### src/ultrasonic_ranger_averaging_defines.svh
// Assertion macros shared by the ranger RTL.
`ifndef ULTRASONIC_RANGER_AVERAGING_DEFINES_SVH
`define ULTRASONIC_RANGER_AVERAGING_DEFINES_SVH

`ifndef SYNTHESIS

`define URA_ASSERT(label, clk, rst_n, prop) \
  label: assert property (@(posedge clk) disable iff (!rst_n) prop) \
    else $error("assertion failed");

`define URA_ASSERT_NEXT(label, clk, rst_n, ante, cons) \
  label: assert property (@(posedge clk) disable iff (!rst_n) (ante) |=> (cons)) \
    else $error("assertion failed");

`else

`define URA_ASSERT(label, clk, rst_n, prop)

`define URA_ASSERT_NEXT(label, clk, rst_n, ante, cons)

`endif

`endif

### src/ura_pkg.sv
package ura_pkg;

  localparam int unsigned TICK_W   = 16;
  localparam int unsigned CNT_W    = 4;
  localparam int unsigned SUM_W    = 20;
  localparam int unsigned DIST_W   = 14;
  localparam int unsigned CFG_IDX_W = 2;
  localparam int unsigned CFG_W    = 16;
  localparam int unsigned DVD_W    = SUM_W + 4;
  localparam int unsigned DIV_W    = 10;

  localparam int unsigned TRIG_LOW_TICKS  = 2;
  localparam int unsigned TRIG_HIGH_TICKS = 10;
  localparam int unsigned US_PER_CM       = 58;
  localparam int unsigned DIST_MAX        = 16383;

  localparam logic [CFG_IDX_W-1:0] REG_READINGS_COUNT = 2'd0;
  localparam logic [CFG_IDX_W-1:0] REG_ECHO_TIMEOUT   = 2'd1;
  localparam logic [CFG_IDX_W-1:0] REG_GAP_TICKS      = 2'd2;

  localparam logic [CNT_W-1:0]  RST_READINGS_COUNT = 4'd5;
  localparam logic [TICK_W-1:0] RST_ECHO_TIMEOUT   = 16'd30000;
  localparam logic [TICK_W-1:0] RST_GAP_TICKS      = 16'd5000;

  typedef struct packed {
    logic busy;
    logic done;
  } div_sts_t;

endpackage

### src/ultrasonic_ranger_averaging.sv
// Channel  Direction  Handshake                  Payload
// input    in         in_valid_i / in_stall_o    start_req_i, sensor_sel_i, echo_levels_i
// result   out        out_valid_o / out_stall_i  trigger_lines_o, busy_res_o, done_res_o,
//                                                status_o, distance_o
// config   in         cfg_we_i                   cfg_idx_i, cfg_data_i
//
// One transaction per microsecond tick, one result per transaction.
// After an accept the sequencer waits in the result state until the result is taken, then accepts again.
// The tick that ends a measurement with a valid echo first passes the divider state: the bit-serial
// divider produces one quotient bit per cycle over a 24-bit dividend.
// Reset clears the sequencer and loads the register defaults (5, 30000, 5000).
// No transaction is accepted while a result waits; out_stall_i holds the result.
`include "ultrasonic_ranger_averaging_defines.svh"

module ultrasonic_ranger_averaging #(
  parameter int unsigned SENSOR_COUNT = 3
) (
  input  logic                            clk_i,
  input  logic                            rst_ni,
  input  logic                            cfg_we_i,
  input  logic [ura_pkg::CFG_IDX_W-1:0]   cfg_idx_i,
  input  logic [ura_pkg::CFG_W-1:0]       cfg_data_i,
  input  logic                            in_valid_i,
  output logic                            in_stall_o,
  input  logic                            start_req_i,
  input  logic [1:0]                      sensor_sel_i,
  input  logic [SENSOR_COUNT-1:0]         echo_levels_i,
  output logic                            out_valid_o,
  input  logic                            out_stall_i,
  output logic [SENSOR_COUNT-1:0]         trigger_lines_o,
  output logic                            busy_res_o,
  output logic                            done_res_o,
  output logic [1:0]                      status_o,
  output logic [ura_pkg::DIST_W-1:0]      distance_o
);

  typedef enum logic [2:0] {
    PH_IDLE,
    PH_TLOW,
    PH_THIGH,
    PH_ECHO,
    PH_GAP
  } phase_e;

  typedef enum logic [1:0] {
    C_IDLE,
    C_DIV,
    C_OUT
  } ctl_e;

  typedef enum logic [1:0] {
    ST_OK,
    ST_NO_ECHO,
    ST_BAD_SEL
  } status_e;

  localparam int unsigned TW = ura_pkg::TICK_W;
  localparam int unsigned CW = ura_pkg::CNT_W;
  localparam int unsigned SW = ura_pkg::SUM_W;

  logic [CW-1:0] rc_q;
  logic [TW-1:0] tmo_q;
  logic [TW-1:0] gap_q;

  ctl_e          ctl_q;
  phase_e        phase_q, phase_d;
  logic [TW-1:0] ph_ticks_q, ph_ticks_d;
  logic [CW-1:0] rd_idx_q, rd_idx_d;
  logic [CW-1:0] vld_q, vld_d;
  logic [SW-1:0] sum_q, sum_d;
  logic [TW-1:0] pulse_q, pulse_d;
  logic          echo_st_q, echo_st_d;
  logic [1:0]    act_q, act_d;

  logic [SENSOR_COUNT-1:0] trig_q, trig_d;
  logic                    busy_q, busy_d;
  logic                    done_q, done_d;
  status_e                 stat_q, stat_d;
  logic [ura_pkg::DIST_W-1:0] dist_q;

  logic [CW-1:0]           n_w;
  logic [TW-1:0]           tmo_w;
  logic [TW-1:0]           ph_inc_w;
  logic [SENSOR_COUNT-1:0] mask_w;
  logic                    lvl_w;
  logic                    end_rd;
  logic [TW-1:0]           dur;
  logic                    div_go;
  logic                    accept_w;

  ura_pkg::div_sts_t          div_sts;
  logic [ura_pkg::DIST_W-1:0] div_quo;

  always_ff @(posedge clk_i or negedge rst_ni) begin
    if (!rst_ni) begin
      rc_q  <= ura_pkg::RST_READINGS_COUNT;
      tmo_q <= ura_pkg::RST_ECHO_TIMEOUT;
      gap_q <= ura_pkg::RST_GAP_TICKS;
    end else if (cfg_we_i) begin
      case (cfg_idx_i)
        ura_pkg::REG_READINGS_COUNT: rc_q  <= cfg_data_i[CW-1:0];
        ura_pkg::REG_ECHO_TIMEOUT:   tmo_q <= cfg_data_i[TW-1:0];
        ura_pkg::REG_GAP_TICKS:      gap_q <= cfg_data_i[TW-1:0];
        default: ;
      endcase
    end
  end

  assign n_w      = (rc_q == '0) ? CW'(1) : rc_q;
  assign tmo_w    = (tmo_q == '0) ? TW'(1) : tmo_q;
  assign ph_inc_w = ph_ticks_q + TW'(1);
  assign mask_w   = SENSOR_COUNT'(1) << act_q;
  assign lvl_w    = |(echo_levels_i & mask_w);
  assign accept_w = in_valid_i && (ctl_q == C_IDLE);

  always_comb begin
    phase_d    = phase_q;
    ph_ticks_d = ph_ticks_q;
    rd_idx_d   = rd_idx_q;
    vld_d      = vld_q;
    sum_d      = sum_q;
    pulse_d    = pulse_q;
    echo_st_d  = echo_st_q;
    act_d      = act_q;
    trig_d     = '0;
    busy_d     = 1'b0;
    done_d     = 1'b0;
    stat_d     = ST_OK;
    end_rd     = 1'b0;
    dur        = '0;
    div_go     = 1'b0;

    case (phase_q)
      PH_IDLE: begin
        if (start_req_i) begin
          if ({2'b00, sensor_sel_i} >= 4'(SENSOR_COUNT)) begin
            done_d = 1'b1;
            stat_d = ST_BAD_SEL;
          end else begin
            act_d      = sensor_sel_i;
            rd_idx_d   = '0;
            vld_d      = '0;
            sum_d      = '0;
            pulse_d    = '0;
            echo_st_d  = 1'b0;
            ph_ticks_d = '0;
            phase_d    = PH_TLOW;
            busy_d     = 1'b1;
          end
        end
      end
      PH_TLOW: begin
        busy_d     = 1'b1;
        ph_ticks_d = ph_inc_w;
        if (ph_inc_w >= TW'(ura_pkg::TRIG_LOW_TICKS)) begin
          phase_d    = PH_THIGH;
          ph_ticks_d = '0;
        end
      end
      PH_THIGH: begin
        busy_d     = 1'b1;
        trig_d     = mask_w;
        ph_ticks_d = ph_inc_w;
        if (ph_inc_w >= TW'(ura_pkg::TRIG_HIGH_TICKS)) begin
          phase_d    = PH_ECHO;
          ph_ticks_d = '0;
          echo_st_d  = 1'b0;
          pulse_d    = '0;
        end
      end
      PH_ECHO: begin
        busy_d     = 1'b1;
        ph_ticks_d = ph_inc_w;
        if (echo_st_q) begin
          if (lvl_w) begin
            pulse_d = pulse_q + TW'(1);
          end else begin
            end_rd = 1'b1;
            dur    = pulse_q;
          end
        end else if (lvl_w) begin
          echo_st_d = 1'b1;
          pulse_d   = TW'(1);
        end
        if (!end_rd && (ph_inc_w >= tmo_w)) begin
          end_rd = 1'b1;
          dur    = '0;
        end
      end
      PH_GAP: begin
        busy_d     = 1'b1;
        ph_ticks_d = ph_inc_w;
        if (ph_inc_w >= gap_q) begin
          phase_d    = PH_TLOW;
          ph_ticks_d = '0;
        end
      end
      default: begin
        phase_d = PH_IDLE;
      end
    endcase

    if (end_rd) begin
      if (dur != '0) begin
        sum_d = sum_q + SW'(dur);
        vld_d = vld_q + CW'(1);
      end
      rd_idx_d   = rd_idx_q + CW'(1);
      ph_ticks_d = '0;
      if (rd_idx_d >= n_w) begin
        phase_d = PH_IDLE;
        busy_d  = 1'b0;
        done_d  = 1'b1;
        if (vld_d == '0) begin
          stat_d = ST_NO_ECHO;
        end else begin
          div_go = 1'b1;
        end
      end else begin
        phase_d = (gap_q == '0) ? PH_TLOW : PH_GAP;
      end
    end
  end

  ura_div u_div (
    .clk_i   (clk_i),
    .rst_ni  (rst_ni),
    .start_i (accept_w && div_go),
    .cnt_i   (vld_d),
    .sum_i   (sum_d),
    .sts_o   (div_sts),
    .quo_o   (div_quo)
  );

  always_ff @(posedge clk_i or negedge rst_ni) begin
    if (!rst_ni) begin
      ctl_q      <= C_IDLE;
      phase_q    <= PH_IDLE;
      ph_ticks_q <= '0;
      rd_idx_q   <= '0;
      vld_q      <= '0;
      sum_q      <= '0;
      pulse_q    <= '0;
      echo_st_q  <= 1'b0;
      act_q      <= '0;
      trig_q     <= '0;
      busy_q     <= 1'b0;
      done_q     <= 1'b0;
      stat_q     <= ST_OK;
      dist_q     <= '0;
    end else begin
      case (ctl_q)
        C_IDLE: begin
          if (in_valid_i) begin
            phase_q    <= phase_d;
            ph_ticks_q <= ph_ticks_d;
            rd_idx_q   <= rd_idx_d;
            vld_q      <= vld_d;
            sum_q      <= sum_d;
            pulse_q    <= pulse_d;
            echo_st_q  <= echo_st_d;
            act_q      <= act_d;
            trig_q     <= trig_d;
            busy_q     <= busy_d;
            done_q     <= done_d;
            stat_q     <= stat_d;
            dist_q     <= '0;
            ctl_q      <= div_go ? C_DIV : C_OUT;
          end
        end
        C_DIV: begin
          if (div_sts.done) begin
            dist_q <= div_quo;
            ctl_q  <= C_OUT;
          end
        end
        C_OUT: begin
          if (!out_stall_i) begin
            ctl_q <= C_IDLE;
          end
        end
        default: begin
          ctl_q <= C_IDLE;
        end
      endcase
    end
  end

  assign in_stall_o      = (ctl_q != C_IDLE);
  assign out_valid_o     = (ctl_q == C_OUT);
  assign trigger_lines_o = trig_q;
  assign busy_res_o      = busy_q;
  assign done_res_o      = done_q;
  assign status_o        = stat_q;
  assign distance_o      = dist_q;

  `URA_ASSERT(a_hold_input_with_result, clk_i, rst_ni, out_valid_o |-> in_stall_o)
  `URA_ASSERT(a_dist_zero_unless_ok, clk_i, rst_ni, (out_valid_o && (status_o != ST_OK)) |-> (distance_o == '0))
  `URA_ASSERT(a_busy_done_exclusive, clk_i, rst_ni, out_valid_o |-> !(busy_res_o && done_res_o))
  `URA_ASSERT_NEXT(a_one_result_per_item, clk_i, rst_ni, out_valid_o && !out_stall_i, !out_valid_o)

endmodule

### src/ura_div.sv
`include "ultrasonic_ranger_averaging_defines.svh"

module ura_div (
  input  logic                        clk_i,
  input  logic                        rst_ni,
  input  logic                        start_i,
  input  logic [ura_pkg::CNT_W-1:0]   cnt_i,
  input  logic [ura_pkg::SUM_W-1:0]   sum_i,
  output ura_pkg::div_sts_t           sts_o,
  output logic [ura_pkg::DIST_W-1:0]  quo_o
);

  localparam int unsigned STEP_W = $clog2(ura_pkg::DVD_W);

  logic [ura_pkg::DVD_W-1:0]  dvd_q;
  logic [ura_pkg::DIV_W-1:0]  rem_q;
  logic [ura_pkg::DIST_W-1:0] quo_q;
  logic                       ovf_q;
  logic [ura_pkg::CNT_W-1:0]  cnt_q;
  logic [STEP_W-1:0]          step_q;
  logic                       busy_q;
  logic                       done_q;

  logic [ura_pkg::DIV_W-1:0]  divisor_w;
  logic [ura_pkg::DIV_W:0]    rem_sh_w;
  logic [ura_pkg::DIV_W:0]    rem_sub_w;
  logic                       ge_w;

  assign divisor_w = ura_pkg::DIV_W'(cnt_q) * ura_pkg::DIV_W'(ura_pkg::US_PER_CM);
  assign rem_sh_w  = {rem_q, dvd_q[ura_pkg::DVD_W-1]};
  assign ge_w      = rem_sh_w >= {1'b0, divisor_w};
  assign rem_sub_w = rem_sh_w - {1'b0, divisor_w};

  always_ff @(posedge clk_i or negedge rst_ni) begin
    if (!rst_ni) begin
      dvd_q  <= '0;
      rem_q  <= '0;
      quo_q  <= '0;
      ovf_q  <= 1'b0;
      cnt_q  <= '0;
      step_q <= '0;
      busy_q <= 1'b0;
      done_q <= 1'b0;
    end else begin
      done_q <= 1'b0;
      if (start_i) begin
        dvd_q  <= {sum_i, 4'b0000};
        rem_q  <= '0;
        quo_q  <= '0;
        ovf_q  <= 1'b0;
        cnt_q  <= cnt_i;
        step_q <= STEP_W'(ura_pkg::DVD_W - 1);
        busy_q <= 1'b1;
      end else if (busy_q) begin
        dvd_q <= {dvd_q[ura_pkg::DVD_W-2:0], 1'b0};
        rem_q <= ge_w ? rem_sub_w[ura_pkg::DIV_W-1:0] : rem_sh_w[ura_pkg::DIV_W-1:0];
        quo_q <= {quo_q[ura_pkg::DIST_W-2:0], ge_w};
        ovf_q <= ovf_q | quo_q[ura_pkg::DIST_W-1];
        if (step_q == '0) begin
          busy_q <= 1'b0;
          done_q <= 1'b1;
        end else begin
          step_q <= step_q - STEP_W'(1);
        end
      end
    end
  end

  assign sts_o.busy = busy_q;
  assign sts_o.done = done_q;
  assign quo_o = ovf_q ? ura_pkg::DIST_W'(ura_pkg::DIST_MAX) : quo_q;

  `URA_ASSERT(a_start_nonzero_count, clk_i, rst_ni, start_i |-> (cnt_i != '0))
  `URA_ASSERT(a_start_when_free, clk_i, rst_ni, start_i |-> !busy_q)
  `URA_ASSERT(a_rem_below_divisor, clk_i, rst_ni, busy_q |-> (rem_q < divisor_w))
  `URA_ASSERT_NEXT(a_done_ends_run, clk_i, rst_ni, busy_q && (step_q == '0) && !start_i, done_q && !busy_q)

endmodule
### config.mk
export PLATFORM = sky130hd
export DESIGN_NAME = ultrasonic_ranger_averaging
export DESIGN_NICKNAME = d
export VERILOG_FILES = /design/src/ura_pkg.sv /design/src/ultrasonic_ranger_averaging.sv /design/src/ura_div.sv
export VERILOG_INCLUDE_DIRS = /design/src /design/src/src
export SDC_FILE = /design/constraint.sdc
export NUM_CORES = 1
export LEC_CHECK = 0
export BUFFER_PORTS_ARGS = -buffer_cell sky130_fd_sc_hd__buf_2
export CELL_PAD_IN_SITES_DETAIL_PLACEMENT = 0
export CELL_PAD_IN_SITES_GLOBAL_PLACEMENT = 2
export CORE_AREA = 5 5 216 134
export DETAILED_ROUTE_END_ITERATION = 16
export DIE_AREA = 0 0 221 139
export MAX_ROUTING_LAYER = met4
export PLACE_DENSITY = 0.9
export SYNTH_ARGS = -nofsm -noshare
export SYNTH_HDL_FRONTEND = slang
export SYNTH_SLANG_ARGS = --single-unit
### constraint.sdc
create_clock -name clk_i -period 10.75 [get_ports clk_i]
set_input_delay 2.15 -clock clk_i [delete_from_list [all_inputs] [get_ports clk_i]]
set_output_delay 2.15 -clock clk_i [all_outputs]
set_load 0.02 [all_outputs]
==> results of run 1 <==
where the power goes:
part,internal [mW],switching (mW)
clock,0.336,0.306
sequential,0.802,0.125
combinational,0.325,0.452
total,1.46,0.884
synth_stat cells (all sizes together), types with 4 or more instances:
master,count
or2,5
nor4,16
nand3b,6
a21oi,56
nand3,39
xor2,14
nor3b,5
dfrtp,167
nor2b,22
o31ai,16
nand2b,6
nand2,99
and2,22
inv,73
nor4b,4
o31a,5
fa,6
a31oi,13
nor3,19
and4,6
mux2,41
and3,18
a211oi,26
o21ai,95
a22oi,5
dfstp,14
a221oi,4
o211ai,10
o21a,8
mux2i,34
nand4,10
ha,81
a22o,17
xnor2,24
or3,7
nor2,101
a21o,11
a21boi,4
a211o,5
buf,11
clkbuf,44
o211a,4
registers in the layout, indices dropped and copies added (netlist names), 4 cells and up:
register,cells
sum_q,20
u_div.dvd_q,20
gap_q,16
ph_ticks_q,16
pulse_q,16
tmo_q,16
distance_o,14
u_div.quo_q,14
u_div.rem_q,10
u_div.step_q,5
rc_q,4
rd_idx_q,4
u_div.cnt_q,4
vld_q,4
critical path: stages (launching register included):
cell                        delay [ns]
sky130_fd_sc_hd__dfrtp_1          0.57
sky130_fd_sc_hd__ha_1             0.30
sky130_fd_sc_hd__nand3_1          0.24
sky130_fd_sc_hd__nor2_1           0.37
sky130_fd_sc_hd__nand3_1          0.22
sky130_fd_sc_hd__xnor2_1          0.42
sky130_fd_sc_hd__ha_1             0.23
sky130_fd_sc_hd__and4_1           0.24
sky130_fd_sc_hd__o2111ai_1        0.14
sky130_fd_sc_hd__a211o_1          0.37
sky130_fd_sc_hd__a2111oi_2        0.52
sky130_fd_sc_hd__nand2_1          0.81
sky130_fd_sc_hd__a311oi_1         0.59
sky130_fd_sc_hd__a21oi_1          0.07
cell type report:
class / instances / share of cell area [%]
Timing Repair Buffer: 59 / 2.60
Tap cell: 367 / 3.69
Clock buffer: 20 / 3.85
Sequential cell: 181 / 36.5
Multi-Input combinational cell: 897 / 50.2
Clock inverter: 12 / 0.974
Inverter: 73 / 2.20
placed cells by master, fill, tap and decap left out, types with 7 or more instances in the layout:
cell type                     n
sky130_fd_sc_hd__a31oi_1     13
sky130_fd_sc_hd__o211ai_1    10
sky130_fd_sc_hd__inv_1       73
sky130_fd_sc_hd__xor2_1      14
sky130_fd_sc_hd__buf_4        8
sky130_fd_sc_hd__and3_1      18
sky130_fd_sc_hd__buf_2       50
sky130_fd_sc_hd__and2_1      22
sky130_fd_sc_hd__o21a_1       8
sky130_fd_sc_hd__a21o_1      11
sky130_fd_sc_hd__or3_1        7
sky130_fd_sc_hd__dfstp_2     14
sky130_fd_sc_hd__dfrtp_1    166
sky130_fd_sc_hd__mux2i_1     34
sky130_fd_sc_hd__xnor2_1     24
sky130_fd_sc_hd__nand4_1      8
sky130_fd_sc_hd__a211oi_1    26
sky130_fd_sc_hd__a22o_1      17
sky130_fd_sc_hd__nor2_1     100
sky130_fd_sc_hd__mux2_2      39
sky130_fd_sc_hd__a21oi_1     56
sky130_fd_sc_hd__ha_1        81
sky130_fd_sc_hd__nand3_1     39
sky130_fd_sc_hd__clkbuf_16   19
sky130_fd_sc_hd__nor4_1      14
sky130_fd_sc_hd__o31ai_1     16
sky130_fd_sc_hd__nand2_1     97
sky130_fd_sc_hd__nor2b_1     22
sky130_fd_sc_hd__nor3_1      19
sky130_fd_sc_hd__o21ai_0     93
metrics by stage:
stage               cells  worst slack (ns)  cell area (sq um)
CTS                  1609              5.62              12500
global route         1609              5.06              12500
finish               1609              5.48              12500
floorplan            1206              5.82              11300
detailed placement   1577              5.15              11900
global placement     1577              5.32              11900
cells by family after synthesis:
| group | synth area share [%] |
|---|---|
| AOI/OAI and AO/OA | 17.5 |
| xor gates and xnor gates | 2.95 |
| adders and majority gates | 10.0 |
| buffers and inverters | 4.37 |
| DFF | 40.3 |
| muxes | 7.10 |
| and+or+nand+nor | 17.8 |
how the worst min path moves through the flow:
stage | from | to | slack, ns | cells past startpoint
2_1_floorplan | ctl_q[1]$_DFFE_PN0P_ | ctl_q[0]$_DFFE_PN0P_ | 0.46 | 1
3_3_place_gp | trigger_lines_o[2]$_DFFE_PN0P_ | trigger_lines_o[2]$_DFFE_PN0P_ | 0.45 | 2
3_5_place_dp | trigger_lines_o[2]$_DFFE_PN0P_ | trigger_lines_o[2]$_DFFE_PN0P_ | 0.46 | 2
4_1_cts | trigger_lines_o[2]$_DFFE_PN0P_ | trigger_lines_o[2]$_DFFE_PN0P_ | 0.48 | 2
5_1_grt | trigger_lines_o[2]$_DFFE_PN0P_ | trigger_lines_o[2]$_DFFE_PN0P_ | 0.50 | 2
6_report | trigger_lines_o[2]$_DFFE_PN0P_ | trigger_lines_o[2]$_DFFE_PN0P_ | 0.47 | 2
per-layer routing:
layer / global-route usage, % / share of wire, %
met5: - / 0
met2: 23.7 / 38
met3: 4.36 / 4.8
met4: 3.78 / 0.68
met1: 31.9 / 57
==> flow_results.org, run 1 <==
** Global routing
- Antenna violations before repair :: 0
- For this run the aggregate overflow at the end of global routing stands at 0.
- Via count of the first global-routing pass :: 8,456
- Largest net degree at the start of global routing :: 74
- Across every metal layer, demand over resource in global routing totals 19.5%.
- The first global-routing pass estimated 47,400 um of wire.

** Detailed routing
- Number of detailed-route iterations in the first pass :: 5
- The detail route stage leaves a number of antenna-violating nets equal to 0.
- Routed length per instance :: 17.7 um
- For this block, the initial DRC count from the detailed router was 700.
- The detailed router placed 8,982 vias in this run.
- # DRC :: 0
- Aggregate routed wire length :: 28,500 um
- Vias per std cell :: 5.58

** Cells and area
- Final Util :: 46.3%
- Register area :: 4550 sq um
- Fraction of final layout cells sized beyond drive strength 1 :: 13.1%
- At the end of the flow, the number of nets in the layout was 1,345.
- Counting the fill cells in the layout gives 2,616.
- Antenna fix cells :: 0
- Post-synthesis to final-layout area growth :: 10.3%
- The multi-input combinational cells in the finished layout cover a total of 6250 sq um.

** Synthesis
- #FFs+latches synth :: 181
- Cell taking the most area after synthesis :: sky130_fd_sc_hd__dfrtp_1
- Average footprint of a synthesized cell :: 9.36 sq um
- After synthesis, the netlist uses 72 different library cells.
- Of all flip-flops after synthesis, the portion carrying an async set or reset was 100%.
- For this run, the leading register cell type out of synthesis is sky130_fd_sc_hd__dfrtp_1.
- Synthesis handed over a netlist of 1,206 instances.
- By area the synthesized netlist is led by sky130_fd_sc_hd__dfrtp_1 (37%), sky130_fd_sc_hd__ha_1 (9.0%), sky130_fd_sc_hd__o21ai_0 (4.1%).
- Count of flip-flops with a built-in enable after synthesis :: 0
- In this run the cell area of the synthesized design comes to 11,300 sq um.
- Number of synthesis warnings :: 0
- Sequential elements use 40.3% of the synthesized area.
- The top cell type by area accounts for 37.0% of the synthesized area.
- Post-synth net total :: 1,322

** Die
- The region available for standard cell placement spans 26,900 sq um.
- Die width :: 221 um
- Pin placement for this block handled 52 I/O pins.
- The initial utilization of the core area, before any placement, comes to 41.9%.
- The die covers 30,700 sq um.
- The floorplan step set the die height to 139 um.
- Row generation in the floorplan step produced 47 rows.

** Clock tree
- Number of gates resized after cts :: 0
- The later pin in the worst-skew pair is clocked with a latency of 0.46 ns.
- Count of hold buffers inserted by post-cts repair :: 0
- Clock tree root driver cell :: sky130_fd_sc_hd__clkbuf_16
- Buffers inserted during clock tree synthesis total 17.
- The clock tree synthesis step divided the H-tree into 4 levels.
- CTS tree :: built
- Clock-pin slew was measured on the worst setup and hold paths at 0.07 ns.
- Setup fix buffers added after clock tree synthesis :: 0
- Number of buffers between clock root and the deepest sink :: 2
- The clock drives 181 sinks.

** Critical path
- The most critical setup path has its startpoint at ph_ticks_q[0]$_DFFE_PN0P_.
- STA classifies the critical path endpoint as a register.
- Biggest fanout along the worst timing path :: 34
- Startpoint class of the critical path :: register
- For the worst setup path, the data arrival time is 5.55 ns.
- R2R depth :: 13
- The setup path with the least slack is of type register to register.
- In this run the worst setup path terminates at u_div.dvd_q[5]$_DFFE_PN0P_.
- The setup check on the worst reg-to-reg path leaves a slack of 5.48 ns.
- In this run the critical register-to-register path is launched from ph_ticks_q[0]$_DFFE_PN0P_.
- The worst register-to-register path ends at u_div.dvd_q[5]$_DFFE_PN0P_.
- Worst endpoint required time :: 11.03 ns

** Pwr
- The worst-case IR drop observed on VDD is 79.7 uV.
- Dividing total power by cell area gives a power density of 188 nW/um^2.
- For this design the static power due to leakage is 5.75 nW.
- Design Power :: 2.35 mW

** Placement
- Number of buffers added on ports :: 51
- Half-perimeter wire length of the detailed placement result :: 20,900 um
- Final weighted congestion in routability-driven placement :: 0.852

** Timing
- On the final layout, the worst clock skew is 0.0137 ns.
- Slew headroom :: 18.5%
- Final count of negative-setup-slack endpoints :: 0
- Top achievable clock speed :: 190 MHz
- Total count of hold-check failures in the final report :: 0
- The worst path needs 5.27 ns of the cycle, external delays included.
- Max-slew violation count :: 0
- Transition at the pin with the smallest max-transition slack :: 1.22 ns
- Summed negative setup slack over all endpoints :: 0 ns
- RSZ-0062 raised after global routing :: false
- Worst hold margin :: 0.469 ns
- Final Cycle Share :: 49.0%

** Worst hold path
- Min-delay worst type :: register to register

** Outcome
- The flow ran to the end, and the final reports show no timing, DRC or antenna violations.

** Job
- Number of violations of the max-capacitance limit :: 0
No activity file was read; power rests on OpenSTA's default activity.
==> run 2, diff against run 1 <==
- ABC_AREA: default -> 1
- CORE_AREA: 5 5 216 134 -> 5 5 237 147
- DIE_AREA: 0 0 221 139 -> 0 0 242 152
- PLACE_DENSITY: 0.9 -> 0.86
- clock period: 10.75 -> 5.2 ns (I/O delays scaled with it)
==> flow_results.org, run 2 <==
** Timing
- The remaining max-slew budget at the tightest pin is 29.3% (+11 points).
- The setup-violating endpoint count in the final report came to 0 (unchanged).
- The achievable clock frequency was 231 MHz (+22%).
- RSZ-0062 raised after global routing :: false
- Total count of hold-check failures in the final report :: 0 (unchanged)
- Skew final :: 0.00879 ns (-0.00494 ns)
- Shortest period the worst path allows :: 4.32 ns (-0.948 ns)
- The summed negative setup slack over all endpoints was 0 ns (unchanged).
- Transition at the pin with the smallest max-transition slack :: 1.06 ns (-0.161 ns)
- Final Cycle Share :: 83.1% (+34 points)
- The worst path setup slack after routing is 0.880 ns (-4.60 ns).
- Max-slew violation count :: 0 (unchanged)

** Placement
- Final weighted congestion in routability-driven placement :: 0.884 (+3.8%)
- Area of placed instances :: 12,500 sq um (+5.4%)
- The number of I/O port buffers is 51 (unchanged).
- The HPWL after detailed placement is 23,500 um (+12%).
- The post-placement setup slack was 0.929 ns (-4.22 ns).

** Cells and area
- Fraction of final layout cells sized beyond drive strength 1 :: 8.18% (-4.9 points)
- Post-synthesis to final-layout area growth :: 10.6%
- Register area :: 4550 sq um (about the same)
- The number of diodes was 0 (unchanged).
- The final instance area came to 13,100 sq um (+5.0%).
- Largest registers :: sum_q: 20 flops, u_div.dvd_q: 20 flops
- Leaving out fill and tap cells, the most frequent cell in the layout is sky130_fd_sc_hd__nand2_1.
- The fill cell instance count of the final layout came to 3,435 (+31%).
- Most frequent cells in the layout :: sky130_fd_sc_hd__nand2_1 (394), sky130_fd_sc_hd__inv_1 (230), sky130_fd_sc_hd__nand3_1 (177), sky130_fd_sc_hd__o21ai_0 (169), sky130_fd_sc_hd__dfrtp_1 (167)
- The combined area of the multi-input logic cells came to 6140 sq um (-1.8%).
- The final net count is 1,754 (+30%).

** Clock tree
- CTS placed an instance of sky130_fd_sc_hd__clkbuf_16 at the clock tree root.
- Skew-Pair Late Insertion Delay :: 0.46 ns (about the same)
- Number of gates resized after cts :: 0 (unchanged)
- Setup fix buffers added after clock tree synthesis :: 0 (unchanged)
- The post-cts hold buffer count came to 0 (unchanged).
- CTS tree :: built
- Number of buffers inserted during clock tree synthesis :: 17 (unchanged)
- Number of buffers between clock root and the deepest sink :: 2 (unchanged)
- Clock input transition at the sequential cells of the worst setup and hold paths :: 0.07 ns (about the same)
- Sinks on the clock net :: 181 (unchanged)
- CTS H-tree depth :: 4 (unchanged)

** Critical path
- The endpoint identified for the worst register-to-register timing path is u_div.dvd_q[19]$_DFFE_PN0P_.
- Worst endpoint required time :: 5.53 ns (-5.50 ns)
- Classification of the worst setup path :: register to register
- Critical Path Source :: ph_ticks_q[0]$_DFFE_PN0P_
- Arrival @ worst endpoint :: 4.65 ns (-0.90 ns)
- Biggest fanout along the worst timing path :: 48 (+41%)
- The worst register-to-register path begins at ph_ticks_q[0]$_DFFE_PN0P_.
- Element type at the critical path end :: register
- Startpoint class of the critical path :: register
- The register-to-register setup slack was 0.88 ns (-4.60 ns).
- The number of cells on the worst reg-to-reg path was 21 (+8).

** Die
- The height of the chip came to 152 um (+9.4%).
- Die width :: 242 um (+9.5%)
- Effective utilization at floorplan :: 36.1% (-5.8 points)
- Number of primary I/O pins :: 52 (unchanged)
- The core area was 32,800 sq um (+22%).
- Cell row count :: 52 (+11%)
- Overall die area :: 36,800 sq um (+20%)

** Global routing
- First-pass GRT wire length :: 52,900 um (+12%)
- Antenna violations before repair :: 0 (unchanged)
- The maximum number of pins on one net before global-route repair was 108 (+46%).
- Sum of overflow across all layers after global routing :: 0 (unchanged)
- Via count of the first global-routing pass :: 9,693 (+15%)
- GRT Overall Usage :: 18.0% (-1.4 points)

** Detailed routing
- The routed length per instance is 15.2 um (-14%).
- Number of detailed-route iterations in the first pass :: 5 (unchanged)
- The average vias per placed instance was 4.92 (-12%).
- The antenna violation net count after detailed routing came to 0 (unchanged).
- Aggregate routed wire length :: 31,700 um (+11%)
- The number of vias after detailed routing came to 10,200 (+14%).
- Iteration-0 DRC Markers :: 898 (+28%)
- The post-route DRC violation count is 0 (unchanged).

** Synthesis
- The mux cell area share after synthesis was 0% (-7.1 points).
- The xor and xnor area share after synthesis came to 3.26% (+0.31 points).
- The post-synth design cell area is 11,800 sq um (+4.8%).
- The area share of and/or/nand/nor cells after synthesis is 27.2% (+9.5 points).
- The number of library cell types mapped by synthesis is 45 (-38%).
- Cell taking the most area after synthesis :: sky130_fd_sc_hd__dfrtp_1
- Primary flip-flop cell chosen by synthesis mapping :: sky130_fd_sc_hd__dfrtp_1
- The number of flops mapped to enable cells by yosys is 0 (unchanged).
- Share of flip-flops with an asynchronous set or reset after synthesis :: 100% (unchanged)
- After synthesis, the most frequently instantiated cells are sky130_fd_sc_hd__nand2_1 (395), sky130_fd_sc_hd__inv_1 (230), sky130_fd_sc_hd__nand3_1 (177), sky130_fd_sc_hd__o21ai_0 (169), sky130_fd_sc_hd__dfrtp_1 (167).
- Sequential area share after synthesis :: 38.4% (-1.8 points)
- The post-synthesis net count came to 1,725 (+30%).
- The warning count from the yosys run is 0 (unchanged).
- Fraction of the mapped netlist area in compound gates :: 11.8% (-5.7 points)
- Yosys instantiated no cell more often than sky130_fd_sc_hd__nand2_1.
- Gate count of the mapped netlist :: 1,609 (+33%)
- The post-synthesis average cell area was 7.35 sq um (-21%).
- Largest cells by area after synthesis :: sky130_fd_sc_hd__dfrtp_1 (35%), sky130_fd_sc_hd__nand2_1 (13%), sky130_fd_sc_hd__ha_1 (8.6%)
- By area, the combinational part of the netlist is dominated by simple AND/OR/NAND/NOR gates.
- Fraction of post-synthesis cell area in the top cell type by area :: 35.3% (-1.7 points)
- #FFs+latches synth :: 181 (unchanged)
- Adder and majority cell fraction of the synthesized area :: 9.58% (-0.46 points)

** Worst hold path
- Min-delay worst type :: register to register
- Number of cells on the worst hold path :: 1 (-1)
- Endpoint, Worst Hold :: ctl_q[0]$_DFFE_PN0P_
- Beginning of the worst hold path :: u_div.done_q$_DFF_PN0_

** Pwr
- Leakage power of the design :: 6.77 nW (+18%)
- Power density over the cells :: 371 nW/um^2 (+97%)
- Worst VDD drop :: 268 uV (+240%)

** Job
- Number of violations of the max-capacitance limit :: 0 (unchanged)

** Outcome
- Run status :: completed
run 2: cell families after synthesis:
kind of cell / after synthesis
and+or+nand+nor: 745
AOI/OAI and AO/OA: 262
buffers and inverters: 290
adders and majority gates: 87
xor gates and xnor gates: 44
DFF: 181
run 2: final cells by class:
type                            instances  area share, %
Sequential cell                       181           34.7
Clock buffer                           22           3.55
Multi-Input combinational cell       1138           46.9
Clock inverter                         10          0.937
Timing Repair Buffer                   67           3.03
Inverter                              233           6.68
Tap cell                              432           4.13
run 2: how the worst max path moves through the flow:
stage               cells past startpoint                          end
floorplan                              24   u_div.rem_q[8]$_DFFE_PN0P_
global placement                       21  u_div.dvd_q[22]$_DFFE_PN0P_
detailed placement                     19  u_div.dvd_q[19]$_DFFE_PN0P_
CTS                                    19  u_div.dvd_q[18]$_DFFE_PN0P_
global route                           19  u_div.dvd_q[22]$_DFFE_PN0P_
finish                                 21  u_div.dvd_q[19]$_DFFE_PN0P_
run 2: routing by layer:
layer,up-vias,GRT usage [%],share of wire [%]
met1,4771,28.4,56
met2,191,23.9,39
met3,13,3.76,4.4
met4,0,2.85,0.59
li1,5263,-,-
met5,-,-,0
run 2: worst max-delay path: stages, from the launching register on:
cell                      delay, ns
sky130_fd_sc_hd__dfrtp_1       0.48
sky130_fd_sc_hd__ha_1          0.25
sky130_fd_sc_hd__inv_1         0.07
sky130_fd_sc_hd__nor2_1        0.15
sky130_fd_sc_hd__nand2_1       0.11
sky130_fd_sc_hd__nor2_1        0.16
sky130_fd_sc_hd__nand3_1       0.12
sky130_fd_sc_hd__xor2_1        0.21
sky130_fd_sc_hd__inv_1         0.12
sky130_fd_sc_hd__ha_1          0.29
sky130_fd_sc_hd__nand2_1       0.06
sky130_fd_sc_hd__inv_1         0.06
sky130_fd_sc_hd__nand3_1       0.10
sky130_fd_sc_hd__nor3_1        0.21
sky130_fd_sc_hd__nand3_1       0.12
sky130_fd_sc_hd__nand4_1       0.11
sky130_fd_sc_hd__nand2_1       0.08
sky130_fd_sc_hd__nor2_1        0.39
sky130_fd_sc_hd__nand3_4       0.51
sky130_fd_sc_hd__buf_4         0.39
sky130_fd_sc_hd__nand3_1       0.09
sky130_fd_sc_hd__nand3_1       0.08
run 2: per-stage QoR:
| step | hold slack [ns] | instances | utilization [%] | total power, mW |
|---|---|---|---|---|
| after global placement | 0.456 | 2051 | 38.1 | 3.51 |
| after CTS | 0.467 | 2083 | 39.9 | 4.90 |
| after detailed placement | 0.459 | 2051 | 38.1 | 3.52 |
| after global routing | 0.475 | 2083 | 39.9 | 5.26 |
| after floorplan | 0.423 | 1609 | - | 3.05 |
| final | 0.474 | 2083 | 39.9 | 4.85 |
run 2: power by group:
part | switching [mW] | total (mW) | leakage, nW | internal (mW)
Clock | 0.605 | 1.35 | 0.283 | 0.740
Combinational | 1.10 | 1.66 | 4.10 | 0.559
Sequential | 0.210 | 1.85 | 2.38 | 1.64
Total | 1.91 | 4.85 | 6.77 | 2.94
